### src/sv/lwc_pkg.sv
// shared types and constants for the learned interval wiper controller
`timescale 1ns / 1ps
`default_nettype none

package lwc_pkg;

    localparam int DEB_W   = 4;
    localparam int WORK_W  = 10;
    localparam int WAIT_W  = 12;
    localparam int LWORK_W = 11;
    localparam int LWAIT_W = 13;
    localparam int RUN_W   = 16;
    localparam int IDX_W   = 3;
    localparam int DATA_W  = 12;

    typedef logic [IDX_W-1:0] reg_idx_t;

    localparam reg_idx_t REG_DEBOUNCE_TICKS = 3'd0;
    localparam reg_idx_t REG_WORK_MIN       = 3'd1;
    localparam reg_idx_t REG_WORK_MAX       = 3'd2;
    localparam reg_idx_t REG_WAIT_MIN       = 3'd3;
    localparam reg_idx_t REG_WAIT_MAX       = 3'd4;

    localparam logic [DEB_W-1:0]  DEBOUNCE_TICKS_RST = 4'd3;
    localparam logic [WORK_W-1:0] WORK_MIN_RST       = 10'd15;
    localparam logic [WORK_W-1:0] WORK_MAX_RST       = 10'd300;
    localparam logic [WAIT_W-1:0] WAIT_MIN_RST       = 12'd60;
    localparam logic [WAIT_W-1:0] WAIT_MAX_RST       = 12'd1800;

    localparam logic [RUN_W-1:0]  RUN_STOP_NOW = 16'hFFFF;

    typedef struct packed {
        logic [DEB_W-1:0]  debounce_ticks;
        logic [WORK_W-1:0] work_min;
        logic [WORK_W-1:0] work_max;
        logic [WAIT_W-1:0] wait_min;
        logic [WAIT_W-1:0] wait_max;
    } cfg_t;

    typedef struct packed {
        logic wiper_drive;
        logic indicator;
        logic learning;
    } res_t;

endpackage

`default_nettype wire

### src/sv/lwc_core.sv
// per-tick state update: debouncer, learn and use timers, wiper run control
`timescale 1ns / 1ps
`default_nettype none

module lwc_core (
    input  wire logic          aclk,
    input  wire logic          aresetn,
    input  wire logic          step_en,
    input  wire logic          switch_level,
    input  wire lwc_pkg::cfg_t cfg,
    output lwc_pkg::res_t      res
);

    logic                        sw_reg, sw_next;
    logic [lwc_pkg::DEB_W-1:0]   dbc_reg, dbc_next;
    logic                        use_reg, use_next;
    logic [lwc_pkg::LWORK_W-1:0] lwork_reg, lwork_next;
    logic [lwc_pkg::LWAIT_W-1:0] lwait_reg, lwait_next;
    logic [lwc_pkg::RUN_W-1:0]   run_reg, run_next;
    logic [lwc_pkg::LWAIT_W-1:0] ivl_reg, ivl_next;
    logic                        stop_reg, stop_next;
    logic                        motor_reg, motor_next;

    logic [lwc_pkg::LWORK_W-1:0] work_min_x, work_max_x;
    logic [lwc_pkg::LWAIT_W-1:0] wait_min_x, wait_max_x;
    logic [lwc_pkg::RUN_W-1:0]   limit;
    logic                        learned_bad;

    assign work_min_x = {1'b0, cfg.work_min};
    assign work_max_x = {1'b0, cfg.work_max};
    assign wait_min_x = {1'b0, cfg.wait_min};
    assign wait_max_x = {1'b0, cfg.wait_max};

    always_comb begin
        sw_next    = sw_reg;
        dbc_next   = dbc_reg;
        use_next   = use_reg;
        lwork_next = lwork_reg;
        lwait_next = lwait_reg;
        run_next   = run_reg;
        ivl_next   = ivl_reg;
        stop_next  = stop_reg;
        motor_next = motor_reg;
        learned_bad = (lwait_reg < wait_min_x) || (lwait_reg > wait_max_x) ||
                      (lwork_reg > work_max_x);

        // debounced switch handling
        if (dbc_reg == '0) begin
            if (switch_level != sw_reg) begin
                dbc_next = cfg.debounce_ticks;
            end
        end else begin
            if (dbc_reg == lwc_pkg::DEB_W'(1) && switch_level != sw_reg) begin
                sw_next = switch_level;
                if (!switch_level) begin
                    // press: restart learning or accept learned times
                    if (use_reg || learned_bad) begin
                        use_next   = 1'b0;
                        lwait_next = '0;
                        lwork_next = '0;
                        stop_next  = 1'b0;
                        motor_next = 1'b1;
                        run_next   = '0;
                    end else begin
                        use_next  = 1'b1;
                        stop_next = 1'b0;
                        ivl_next  = '0;
                    end
                end else begin
                    if (use_reg) begin
                        if (run_reg >= {6'd0, cfg.work_min}) begin
                            run_next = lwc_pkg::RUN_STOP_NOW;
                        end
                    end else begin
                        if (lwork_reg < work_min_x) begin
                            lwork_next = work_min_x;
                        end
                    end
                    stop_next = 1'b1;
                end
            end
            dbc_next = dbc_reg - lwc_pkg::DEB_W'(1);
        end

        // timers
        if (!use_next) begin
            if (lwait_next <= wait_max_x) begin
                lwait_next = lwait_next + lwc_pkg::LWAIT_W'(1);
            end
            if (!sw_next && lwork_next <= work_max_x) begin
                lwork_next = lwork_next + lwc_pkg::LWORK_W'(1);
            end
        end else if (!sw_next) begin
            if (ivl_next == '0) begin
                motor_next = 1'b1;
                run_next   = '0;
                stop_next  = 1'b1;
                ivl_next   = lwait_next;
            end
            // wraps when the learned wait is zero
            ivl_next = ivl_next - lwc_pkg::LWAIT_W'(1);
        end

        // wiper run
        limit = use_next ? {5'd0, lwork_next} : {6'd0, cfg.work_min};
        if (run_next < limit) begin
            run_next = run_next + lwc_pkg::RUN_W'(1);
        end else if (stop_next) begin
            motor_next = 1'b0;
            stop_next  = 1'b0;
        end
    end

    always_comb begin
        res.wiper_drive = motor_next;
        res.indicator   = !sw_next && use_next;
        res.learning    = !use_next;
    end

    always_ff @(posedge aclk) begin
        if (!aresetn) begin
            sw_reg    <= 1'b1;
            dbc_reg   <= '0;
            use_reg   <= 1'b1;
            lwork_reg <= '0;
            lwait_reg <= '0;
            run_reg   <= '0;
            ivl_reg   <= '0;
            stop_reg  <= 1'b0;
            motor_reg <= 1'b0;
        end else if (step_en) begin
            sw_reg    <= sw_next;
            dbc_reg   <= dbc_next;
            use_reg   <= use_next;
            lwork_reg <= lwork_next;
            lwait_reg <= lwait_next;
            run_reg   <= run_next;
            ivl_reg   <= ivl_next;
            stop_reg  <= stop_next;
            motor_reg <= motor_next;
        end
    end

`ifndef NO_ASSERTIONS
    a_dbc_counts_down: assert property (@(posedge aclk) disable iff (!aresetn)
        step_en && dbc_reg != '0 |=> dbc_reg == $past(dbc_reg) - lwc_pkg::DEB_W'(1))
        else $error("debounce count did not step down");

    a_no_change_without_diff: assert property (@(posedge aclk) disable iff (!aresetn)
        step_en && dbc_reg == '0 && switch_level == sw_reg |=> $stable(sw_reg))
        else $error("switch state changed without a level difference");

    a_hold_when_idle: assert property (@(posedge aclk) disable iff (!aresetn)
        !step_en |=> $stable(motor_reg) && $stable(use_reg) && $stable(run_reg))
        else $error("state moved without a request");
`endif

endmodule

`default_nettype wire

### src/sv/lwc_outbuf.sv
// two-entry result buffer: output register plus skid register
`timescale 1ns / 1ps
`default_nettype none

module lwc_outbuf (
    input  wire logic          aclk,
    input  wire logic          aresetn,
    input  wire logic          push,
    input  wire lwc_pkg::res_t push_data,
    output logic               full,
    output logic               out_valid,
    input  wire logic          out_ready,
    output lwc_pkg::res_t      out_data
);

    logic          out_valid_reg, out_valid_next;
    logic          skid_valid_reg, skid_valid_next;
    lwc_pkg::res_t out_reg, out_next;
    lwc_pkg::res_t skid_reg, skid_next;
    logic          pop;

    assign pop       = out_valid_reg && out_ready;
    assign full      = skid_valid_reg;
    assign out_valid = out_valid_reg;
    assign out_data  = out_reg;

    always_comb begin
        out_valid_next  = out_valid_reg;
        skid_valid_next = skid_valid_reg;
        out_next        = out_reg;
        skid_next       = skid_reg;
        if (!out_valid_reg || pop) begin
            if (skid_valid_reg) begin
                out_next        = skid_reg;
                out_valid_next  = 1'b1;
                skid_valid_next = 1'b0;
            end else begin
                out_next       = push_data;
                out_valid_next = push;
            end
        end else if (push) begin
            // output stalled, park the request
            skid_next       = push_data;
            skid_valid_next = 1'b1;
        end
    end

    always_ff @(posedge aclk) begin
        if (!aresetn) begin
            out_valid_reg  <= 1'b0;
            skid_valid_reg <= 1'b0;
        end else begin
            out_valid_reg  <= out_valid_next;
            skid_valid_reg <= skid_valid_next;
        end
    end

    always_ff @(posedge aclk) begin
        out_reg  <= out_next;
        skid_reg <= skid_next;
    end

`ifndef NO_ASSERTIONS
    a_skid_behind_out: assert property (@(posedge aclk) disable iff (!aresetn)
        skid_valid_reg |-> out_valid_reg)
        else $error("skid entry held with empty output register");

    a_push_lands: assert property (@(posedge aclk) disable iff (!aresetn)
        push && !out_valid_reg |=> out_valid_reg && out_reg == $past(push_data))
        else $error("request lost on empty buffer");

    a_no_push_when_full: assert property (@(posedge aclk) disable iff (!aresetn)
        skid_valid_reg |-> !push)
        else $error("request pushed into full buffer");
`endif

endmodule

`default_nettype wire

### src/sv/learned_interval_wiper_controller.sv
// top level: configuration registers, tick core and result buffer
`timescale 1ns / 1ps
`default_nettype none

// Learned interval wiper controller. Each input request is one timer tick with
// the raw switch level (0 pressed) and yields exactly one result: wiper drive,
// indicator and learn flag. The state update logic handles a tick combinationally
// and its result is registered in a two-entry output buffer, so one request is
// taken every cycle; input ready drops only when both buffer entries are full.
// A result waits in the skid register while the output stalls. Configuration
// writes (index 0..4: debounce_ticks, work_min, work_max, wait_min, wait_max,
// data in the low bits) are always ready; other indexes are ignored.

module learned_interval_wiper_controller (
    input  wire logic                      aclk,
    input  wire logic                      aresetn,
    input  wire logic                      s_valid,
    output logic                           s_ready,
    input  wire logic                      s_switch_level,
    output logic                           m_valid,
    input  wire logic                      m_ready,
    output logic                           m_wiper_drive,
    output logic                           m_indicator,
    output logic                           m_learning,
    input  wire logic                      cfg_valid,
    output logic                           cfg_ready,
    input  wire lwc_pkg::reg_idx_t         cfg_index,
    input  wire logic [lwc_pkg::DATA_W-1:0] cfg_data
);

    lwc_pkg::cfg_t cfg_reg, cfg_next;
    lwc_pkg::res_t core_res;
    lwc_pkg::res_t out_res;
    logic          buf_full;
    logic          push;

    assign cfg_ready = 1'b1;
    assign s_ready   = !buf_full;
    assign push      = s_valid && s_ready;

    always_comb begin
        cfg_next = cfg_reg;
        if (cfg_valid) begin
            case (cfg_index)
                lwc_pkg::REG_DEBOUNCE_TICKS:
                    cfg_next.debounce_ticks = cfg_data[lwc_pkg::DEB_W-1:0];
                lwc_pkg::REG_WORK_MIN: cfg_next.work_min = cfg_data[lwc_pkg::WORK_W-1:0];
                lwc_pkg::REG_WORK_MAX: cfg_next.work_max = cfg_data[lwc_pkg::WORK_W-1:0];
                lwc_pkg::REG_WAIT_MIN: cfg_next.wait_min = cfg_data[lwc_pkg::WAIT_W-1:0];
                lwc_pkg::REG_WAIT_MAX: cfg_next.wait_max = cfg_data[lwc_pkg::WAIT_W-1:0];
                default: cfg_next = cfg_reg;
            endcase
        end
    end

    always_ff @(posedge aclk) begin
        if (!aresetn) begin
            cfg_reg.debounce_ticks <= lwc_pkg::DEBOUNCE_TICKS_RST;
            cfg_reg.work_min       <= lwc_pkg::WORK_MIN_RST;
            cfg_reg.work_max       <= lwc_pkg::WORK_MAX_RST;
            cfg_reg.wait_min       <= lwc_pkg::WAIT_MIN_RST;
            cfg_reg.wait_max       <= lwc_pkg::WAIT_MAX_RST;
        end else begin
            cfg_reg <= cfg_next;
        end
    end

    lwc_core u_core (
        .aclk         (aclk),
        .aresetn      (aresetn),
        .step_en      (push),
        .switch_level (s_switch_level),
        .cfg          (cfg_reg),
        .res          (core_res)
    );

    lwc_outbuf u_outbuf (
        .aclk      (aclk),
        .aresetn   (aresetn),
        .push      (push),
        .push_data (core_res),
        .full      (buf_full),
        .out_valid (m_valid),
        .out_ready (m_ready),
        .out_data  (out_res)
    );

    assign m_wiper_drive = out_res.wiper_drive;
    assign m_indicator   = out_res.indicator;
    assign m_learning    = out_res.learning;

endmodule

`default_nettype wire

### config.mk
export PLATFORM = sky130hd
export DESIGN_NAME = learned_interval_wiper_controller
export DESIGN_NICKNAME = d
export VERILOG_FILES = /design/src/sv/lwc_pkg.sv /design/src/sv/lwc_core.sv /design/src/sv/lwc_outbuf.sv /design/src/sv/learned_interval_wiper_controller.sv
export SDC_FILE = /design/constraint.sdc
export NUM_CORES = 1
export LEC_CHECK = 0
export BUFFER_PORTS_ARGS = -buffer_cell sky130_fd_sc_hd__buf_2
export CAP_MARGIN = 0
export CELL_PAD_IN_SITES_DETAIL_PLACEMENT = 1
export CELL_PAD_IN_SITES_GLOBAL_PLACEMENT = 2
export CORE_MARGIN = 5
export CORE_UTILIZATION = 41
export CTS_BUF_LIST = sky130_fd_sc_hd__clkbuf_8 sky130_fd_sc_hd__clkbuf_16
export CTS_CLUSTER_SIZE = 28
export DETAILED_ROUTE_END_ITERATION = 6
export PLACE_DENSITY = 0.95
export SLEW_MARGIN = 20
export SYNTH_ARGS = -nofsm -noshare
export SYNTH_HDL_FRONTEND = slang
export SYNTH_SLANG_ARGS = --single-unit
### constraint.sdc
create_clock -name aclk -period 7.3 [get_ports aclk]
set_clock_uncertainty 0.1 [all_clocks]
set_input_delay 1.46 -clock aclk [delete_from_list [all_inputs] [get_ports aclk]]
set_output_delay 1.46 -clock aclk [all_outputs]
set_load 0.05 [all_outputs]
==> results of run 1 <==
[per-stage QoR]
stage | power (mW) | instances
after CTS | 2.33 | 1323
after global routing | 2.46 | 1323
after floorplan | 1.32 | 1043
after global placement | 1.48 | 1292
final | 2.32 | 1323
after detailed placement | 1.50 | 1292
[final timing paths]
check,start,end,slack (ps),depth (start not counted)
max,u_core.dbc_reg[0],u_core.run_reg[5],1640,18
min,cfg_reg[4],cfg_reg[4],360,2
max reg2reg,u_core.dbc_reg[0],u_core.run_reg[5],1640,18
min reg2reg,cfg_reg[4],cfg_reg[4],360,2
[final cells by class]
cell class / count / share of cell area [%]
well taps: 265 / 3.64
multi-input cells: 815 / 59.2
clock buffers: 18 / 4.82
flip-flops and latches: 117 / 26.4
inverters: 62 / 2.55
clock inverters: 13 / 1.35
repair buffers: 33 / 2.03
[critical path, cell delays in order (launching register included)]
cell and delay (ps):
dfxtp_1 430, inv_1 100, ha_1 290, or4b_4 530, nor2_2 600, nand4_4 420
nand2_1 650, nor2_1 80, a21oi_1 150, ha_1 260, a21o_1 180, a21oi_1 230
nand3_1 130, nor3b_1 260, a211oi_2 170, buf_4 230, or3b_2 430, a21oi_1 150
o32ai_1 110
[report_power, final]
group          leakage (nW)  internal, mW  total [mW]  switching (mW)
combinational          2.47         0.263       0.757           0.494
clock                 0.266         0.478       0.819           0.340
sequential            0.965         0.694       0.746          0.0516
total                  3.70          1.44        2.32           0.886
[cell families (layout without fill, tap and decap cells)]
logic type	after synthesis	count (layout)	share of synthesized area (%)
adder cells (fa/ha/maj)	91	91	13.8
buffers and inverters	111	126	5.32
AND/OR/NAND/NOR	414	414	25.4
AO/OA/AOI/OAI	266	266	21.4
XOR/XNOR	26	26	2.77
flip-flops	117	117	29.2
other	1	1	0.0456
multiplexers	17	17	2.10
[cell usage in the layout, fill, tap and decap left out, drive strengths merged, types with 14 or more instances in the layout]
cell    count
nor4       14
a21o       14
mux2i      15
buf        33
and2       18
a21oi      96
ha         91
clkbuf     18
dfxtp     111
inv        67
nand2     138
xnor2      18
nand4      17
a211oi     20
o21ai      44
nand3      49
o211ai     23
nor2       98
nor3       19
[layer usage]
metal | track usage, % | vias up
met5 | 0 | -
met4 | 6.56 | 0
met3 | 3.15 | 34
met2 | 41.4 | 113
met1 | 30.0 | 3782
li1 | - | 3774
==> results_dict.tcl, run 1 <==
set metrics [dict create \
    p_leak_nw 3.70 \
    cts.sinks 117 \
    dr_wl_met3_um 745 \
    cts_buffers 17 \
    slew_headroom_pct 39.0 \
    register_area_sq_um 2400 \
    yosysMostFrequentCell "nand2_1" \
    pre_cts_slack_ps 1280 \
    worstPathRequired_ps 7490 \
    die_x_um 152 \
    clockBufferDepth 2 \
    drt-total-wl_um 26000 \
    diodes 0 \
    period_minus_slack_ps 5660 \
    fillerInstances 2406 \
    drtPass1Iterations 5 \
    routedWlPerCell_um 19.7 \
    die_area_sq_um 23000 \
    hold_path_class "reg2reg" \
    slew_viol_final 0 \
    synth_ff_type "dfxtp_1" \
    drt_iter0_drc 442 \
    synth_edf_count 6 \
    synth-async-reset-ratio_pct 0 \
    fmax_ghz 0.177 \
    yosys.area.top_type_share_pct 27.0 \
    grt_max_degree 64 \
    synth_area_leaders "dfxtp_1 27%, ha_1 14%, nand2_1 6.3%" \
    antenna_left 0 \
    critPathKind "reg2reg" \
    grt_pass1_vias 7916 \
    crit_fanout 21 \
    hold_slack_ps 356 \
    cts_tree "yes" \
    dp_hpwl_um 18900 \
    vias_per_cell 5.82 \
    track_usage_pct 23.5 \
    yosysUniqueCellTypes 86 \
    ctsResizeCount 0 \
    insertion_delay_ps 440 \
    ys_ff_latch 117 \
    status "finished, final reports clean" \
    drive_above_1_share_pct 9.55 \
    port_buffers 25 \
    start_util_pct 42.0 \
    finalSetupTns_ps 0 \
    final_nets 1158 \
    postSynthAreaPerCell_sq_um 7.89 \
    num_vias 7703 \
    wl_met2_um 13000 \
    fin_util_pct 46.5 \
    die_h_um 152 \
    synthTopCellsByCount "137 x nand2_1, 111 x dfxtp_1, 96 x a21oi_1" \
    synth_nets 1155 \
    postCtsSetupBuffers 0 \
    areaGrowthSynthToFinish_pct 10.7 \
    stdcell_area_sq_um 9110 \
    netlist_instances 1043 \
    cap_violations 0 \
    p_per_area_nw_per_um2 255 \
    netlist_area_sq_um 8230 \
    fin_crit_sh_pct 77.5 \
    largest_reg_flops 48 \
    rsz0062_at_grt "false" \
    drc_errors 0 \
    setup_viol 0 \
    wl_met1_um 11800 \
    io_pins 27 \
    finalHoldViolations 0 \
    yosys.area.top_type "dfxtp_1" \
    multiInputGateArea_sq_um 5400 \
    worst_setup_path_start_kind "flip-flop" \
    num_rows 51 \
    worst_slack_ps 1640 \
    endpoint_kind "flip-flop" \
    htreeDepth 4 \
    grt_pass1_wl_um 42300 \
    top_layer_used "met4" \
    tightestPinTransition_ps 912 \
    overflow 0 \
    postCtsHoldBufs 0 \
    ys_warn_count 0 \
    coreArea_sq_um 19600 \
    synth_seq_area_share_pct 29.2 \
    cts_root_buffer "clkbuf_16" \
    antenna_found_initial 0 \
    gp_congestion 0.820 \
    vdd_ir_drop_max_v 0.000198 \
    worstPathArrival_ps 5850 \
    clk_pin_slew_worst_paths_ps 60 \
    dpl_cell_area_sq_um 8550 \
]
Note: power is estimated with default switching activity, not from simulation.
==> inputs of run 2 (changes only) <==
ABC_AREA = 1   (was unset)
CORE_UTILIZATION = 32   (was 41)
PLACE_DENSITY = 0.88   (was 0.95)
clock period = 5.2 ns   (was 7.3 ns; I/O delays follow)
==> run 2 against run 1 <==
Sequential cell count stayed put. Setup slack worse by 1200 ps. Count of clock-buffer cells in the layout stayed put. Clock power is 51% higher. Utilization is 9.3 points lower. Sequential share of layout area is 1.5 points lower. Worst hold slack better by 4.7 ps. First-iteration DRC count is 18% lower. Die area is 28% higher. Non-clock buffer count is 25 higher. Synthesized area is 1.5% higher. Routed wire length is 5.5% higher. Critical path type unchanged. Largest power group unchanged. Highest routed layer unchanged.
==> results_dict.tcl, run 2 <==
set metrics [dict create \
    die_area_sq_um 29400 \
    switching_share_pct 33.6 \
    yosysUniqueCellTypes 52 \
    rsz0062_at_grt "false" \
    yosys.area.top_type "dfxtp_1" \
    routedWlPerCell_um 16.7 \
    r2r_end "u_core.lwait_reg[9]" \
    hold_path_class "reg2reg" \
    synth_seq_area_share_pct 28.8 \
    p_clk_share_pct 42.2 \
    finalSetupTns_ps 0 \
    insertion_delay_ps 420 \
    drtPass1Iterations 4 \
    p_per_area_nw_per_um2 304 \
    cts_tree "yes" \
    synthAdderAreaFrac_pct 13.6 \
    clk_pin_slew_worst_paths_ps 60 \
    synth-simple-area-share_pct 25.5 \
    cts_root_buffer "clkbuf_16" \
    overflow 0 \
    cap_violations 0 \
    drive_above_1_share_pct 9.73 \
    r2r_cells 26 \
    port_buffers 25 \
    synth_nets 1363 \
    synth_xor_area_share_pct 2.31 \
    worstPathRequired_ps 5410 \
    internal_power_mw 1.94 \
    mostFrequentLayoutCell "nand2_1" \
    cpPeakStageDelay_ps 380 \
    grt_pass1_wl_um 45200 \
    largest_reg_flops 48 \
    drc_errors 0 \
    yosysMostFrequentCell "nand2_1" \
    fmax_ghz 0.212 \
    die_h_um 172 \
    status "finished, final reports clean" \
    crit_fanout 10 \
    cts.sinks 117 \
    num_vias 8414 \
    synth_compound_area_share_pct 20.0 \
    r2r-start "u_core.lwait_reg[10]" \
    postCtsHoldBufs 0 \
    synthTopCellsByCount "276 x nand2_1, 165 x inv_1, 138 x a21oi_1" \
    worst_setup_path_start_kind "flip-flop" \
    drt_iter0_drc 363 \
    final_nets 1404 \
    final_cell_mix "274 x nand2_1, 167 x inv_1, 137 x a21oi_1" \
    critPathKind "reg2reg" \
    setup_viol 0 \
    dp_hpwl_um 21100 \
    htreeDepth 4 \
    coreArea_sq_um 25900 \
    comb_power_share_pct 23.7 \
    gp_congestion 0.863 \
    crit_start "u_core.lwait_reg[10]" \
    p_leak_nw 4.47 \
    vdd_ir_drop_max_v 0.000191 \
    finalHoldViolations 0 \
    die_x_um 172 \
    worstPathArrival_ps 4940 \
    netlist_instances 1251 \
    synth.area.mux_share_pct 0 \
    period_minus_slack_ps 4730 \
    antenna_left 0 \
    fin_crit_sh_pct 90.9 \
    cpMaxStageDelayCell "dfxtp_1" \
    io_pins 27 \
    synth_area_leaders "dfxtp_1 27%, ha_1 14%, nand2_1 12%" \
    areaGrowthSynthToFinish_pct 15.5 \
    grt_max_degree 76 \
    num_rows 59 \
    start_util_pct 32.2 \
    ys_warn_count 0 \
    r2r_slack_ps 470 \
    yosys.area.top_type_share_pct 26.6 \
    vias_per_cell 5.13 \
    synth_top_family_by_area "simple AND/OR/NAND/NOR gates" \
    track_usage_pct 19.3 \
    slew_viol_final 0 \
    synth_edf_count 6 \
    synth_ff_type "dfxtp_1" \
    switchingPower_mw 0.984 \
    endpoint_kind "flip-flop" \
    antenna_found_initial 1 \
    clockBufferDepth 2 \
    netlist_area_sq_um 8350 \
    postSynthAreaPerCell_sq_um 6.68 \
    slew_headroom_pct 47.0 \
    synth-async-reset-ratio_pct 0 \
    ys_ff_latch 117 \
    setup.worst_path.end "u_core.lwait_reg[9]" \
    tightestPinTransition_ps 796 \
    p_seq_share_pct 34.1 \
    grt_pass1_vias 8657 \
    hold_slack_ps 361 \
    drt-total-wl_um 27400 \
    cts_buffers 17 \
]
==> run 2: cell count changes in the layout (fill, tap and decap cells not counted), moves of 10 or more <==
cell	previous run	this run
a211oi_1	18	3
a21o_1	14	3
o21ai_0	38	117
and2_1	17	2
inv_1	60	167
buf_4	8	33
xnor2_1	18	7
nor2_1	95	108
o21a_1	11	0
nand2_1	137	274
a21oi_1	96	137
o211ai_1	23	13
mux2i_1	15	0
==> run 2: through the flow <==
| stage | utilization [%] | total power, mW | setup slack (ps) | instances | cell area, sq um |
|---|---|---|---|---|---|
| 3_3_place_gp | 34.7 | 1.68 | 190 | 1608 | 8990 |
| 2_1_floorplan | - | 1.49 | 756 | 1251 | 8350 |
| 4_1_cts | 37.0 | 2.95 | 71.2 | 1640 | 9590 |
| 3_5_place_dp | 34.7 | 1.70 | 98.2 | 1608 | 8990 |
| 6_report | 37.2 | 2.93 | 474 | 1641 | 9650 |
| 5_1_grt | 37.2 | 3.09 | 17.4 | 1641 | 9650 |
==> run 2: area by class of cell <==
type                            count  area (sq um)
Antenna cell                        1          2.50
Inverter                          175           657
Tap cell                          335           419
Timing Repair Buffer               58           373
Clock inverter                     14           164
Fill cell                        3320         16300
Sequential cell                   117          2400
Clock buffer                       18           439
Multi-Input combinational cell    923          5190
==> run 2: worst min path at each step <==
stage | slack, ps | depth (start not counted) | from | endpoint
floorplan | 330 | 2 | cfg_reg[44] | cfg_reg[44]
global placement | 340 | 2 | cfg_reg[45] | cfg_reg[45]
detailed placement | 350 | 2 | cfg_reg[45] | cfg_reg[45]
CTS | 370 | 2 | cfg_reg[45] | cfg_reg[45]
global route | 390 | 2 | cfg_reg[18] | cfg_reg[18]
finish | 360 | 2 | cfg_reg[45] | cfg_reg[45]
==> run 2: power by group through the flow <==
stage          combinational (mW)  clock (mW)  sequential [mW]
2_1_floorplan               0.477           0             1.02
3_3_place_gp                0.666           0             1.02
3_5_place_dp                0.687           0             1.02
4_1_cts                     0.694        1.25            0.998
5_1_grt                     0.791        1.29             1.00
6_report                    0.694        1.24            0.998
==> run 2: critical path, delay by kind of cell, from the launching register on <==
| kind | cells | cell delay (ps) |
|---|---|---|
| compound gates | 6 | 1090 |
| fa+ha+maj | 2 | 630 |
| buf+inv | 3 | 420 |
| flops | 1 | 380 |
| simple gates | 15 | 1970 |
==> run 2: metal layers <==
metal / global-route usage [%] / share of wire, %
met1: 23.8 / 46
met2: 34.3 / 50
met3: 2.94 / 1.8
met4: 6.27 / 2.4
met5: 0 / 0
==> run 2: cells by family (layout without fill, tap and decap cells) <==
family | count (synthesis) | count (layout)
adders and majority gates | 91 | 91
DFF | 117 | 117
xor gates and xnor gates | 22 | 22
buffers and inverters | 211 | 265
AOI/OAI and AO/OA | 311 | 311
and+or+nand+nor | 498 | 498
other | 1 | 2
==> run 2: timing repair <==
item,in CTS,in global routing
setup endpoints to repair,0,13
buffers inserted,0,0
resized for setup,0,13
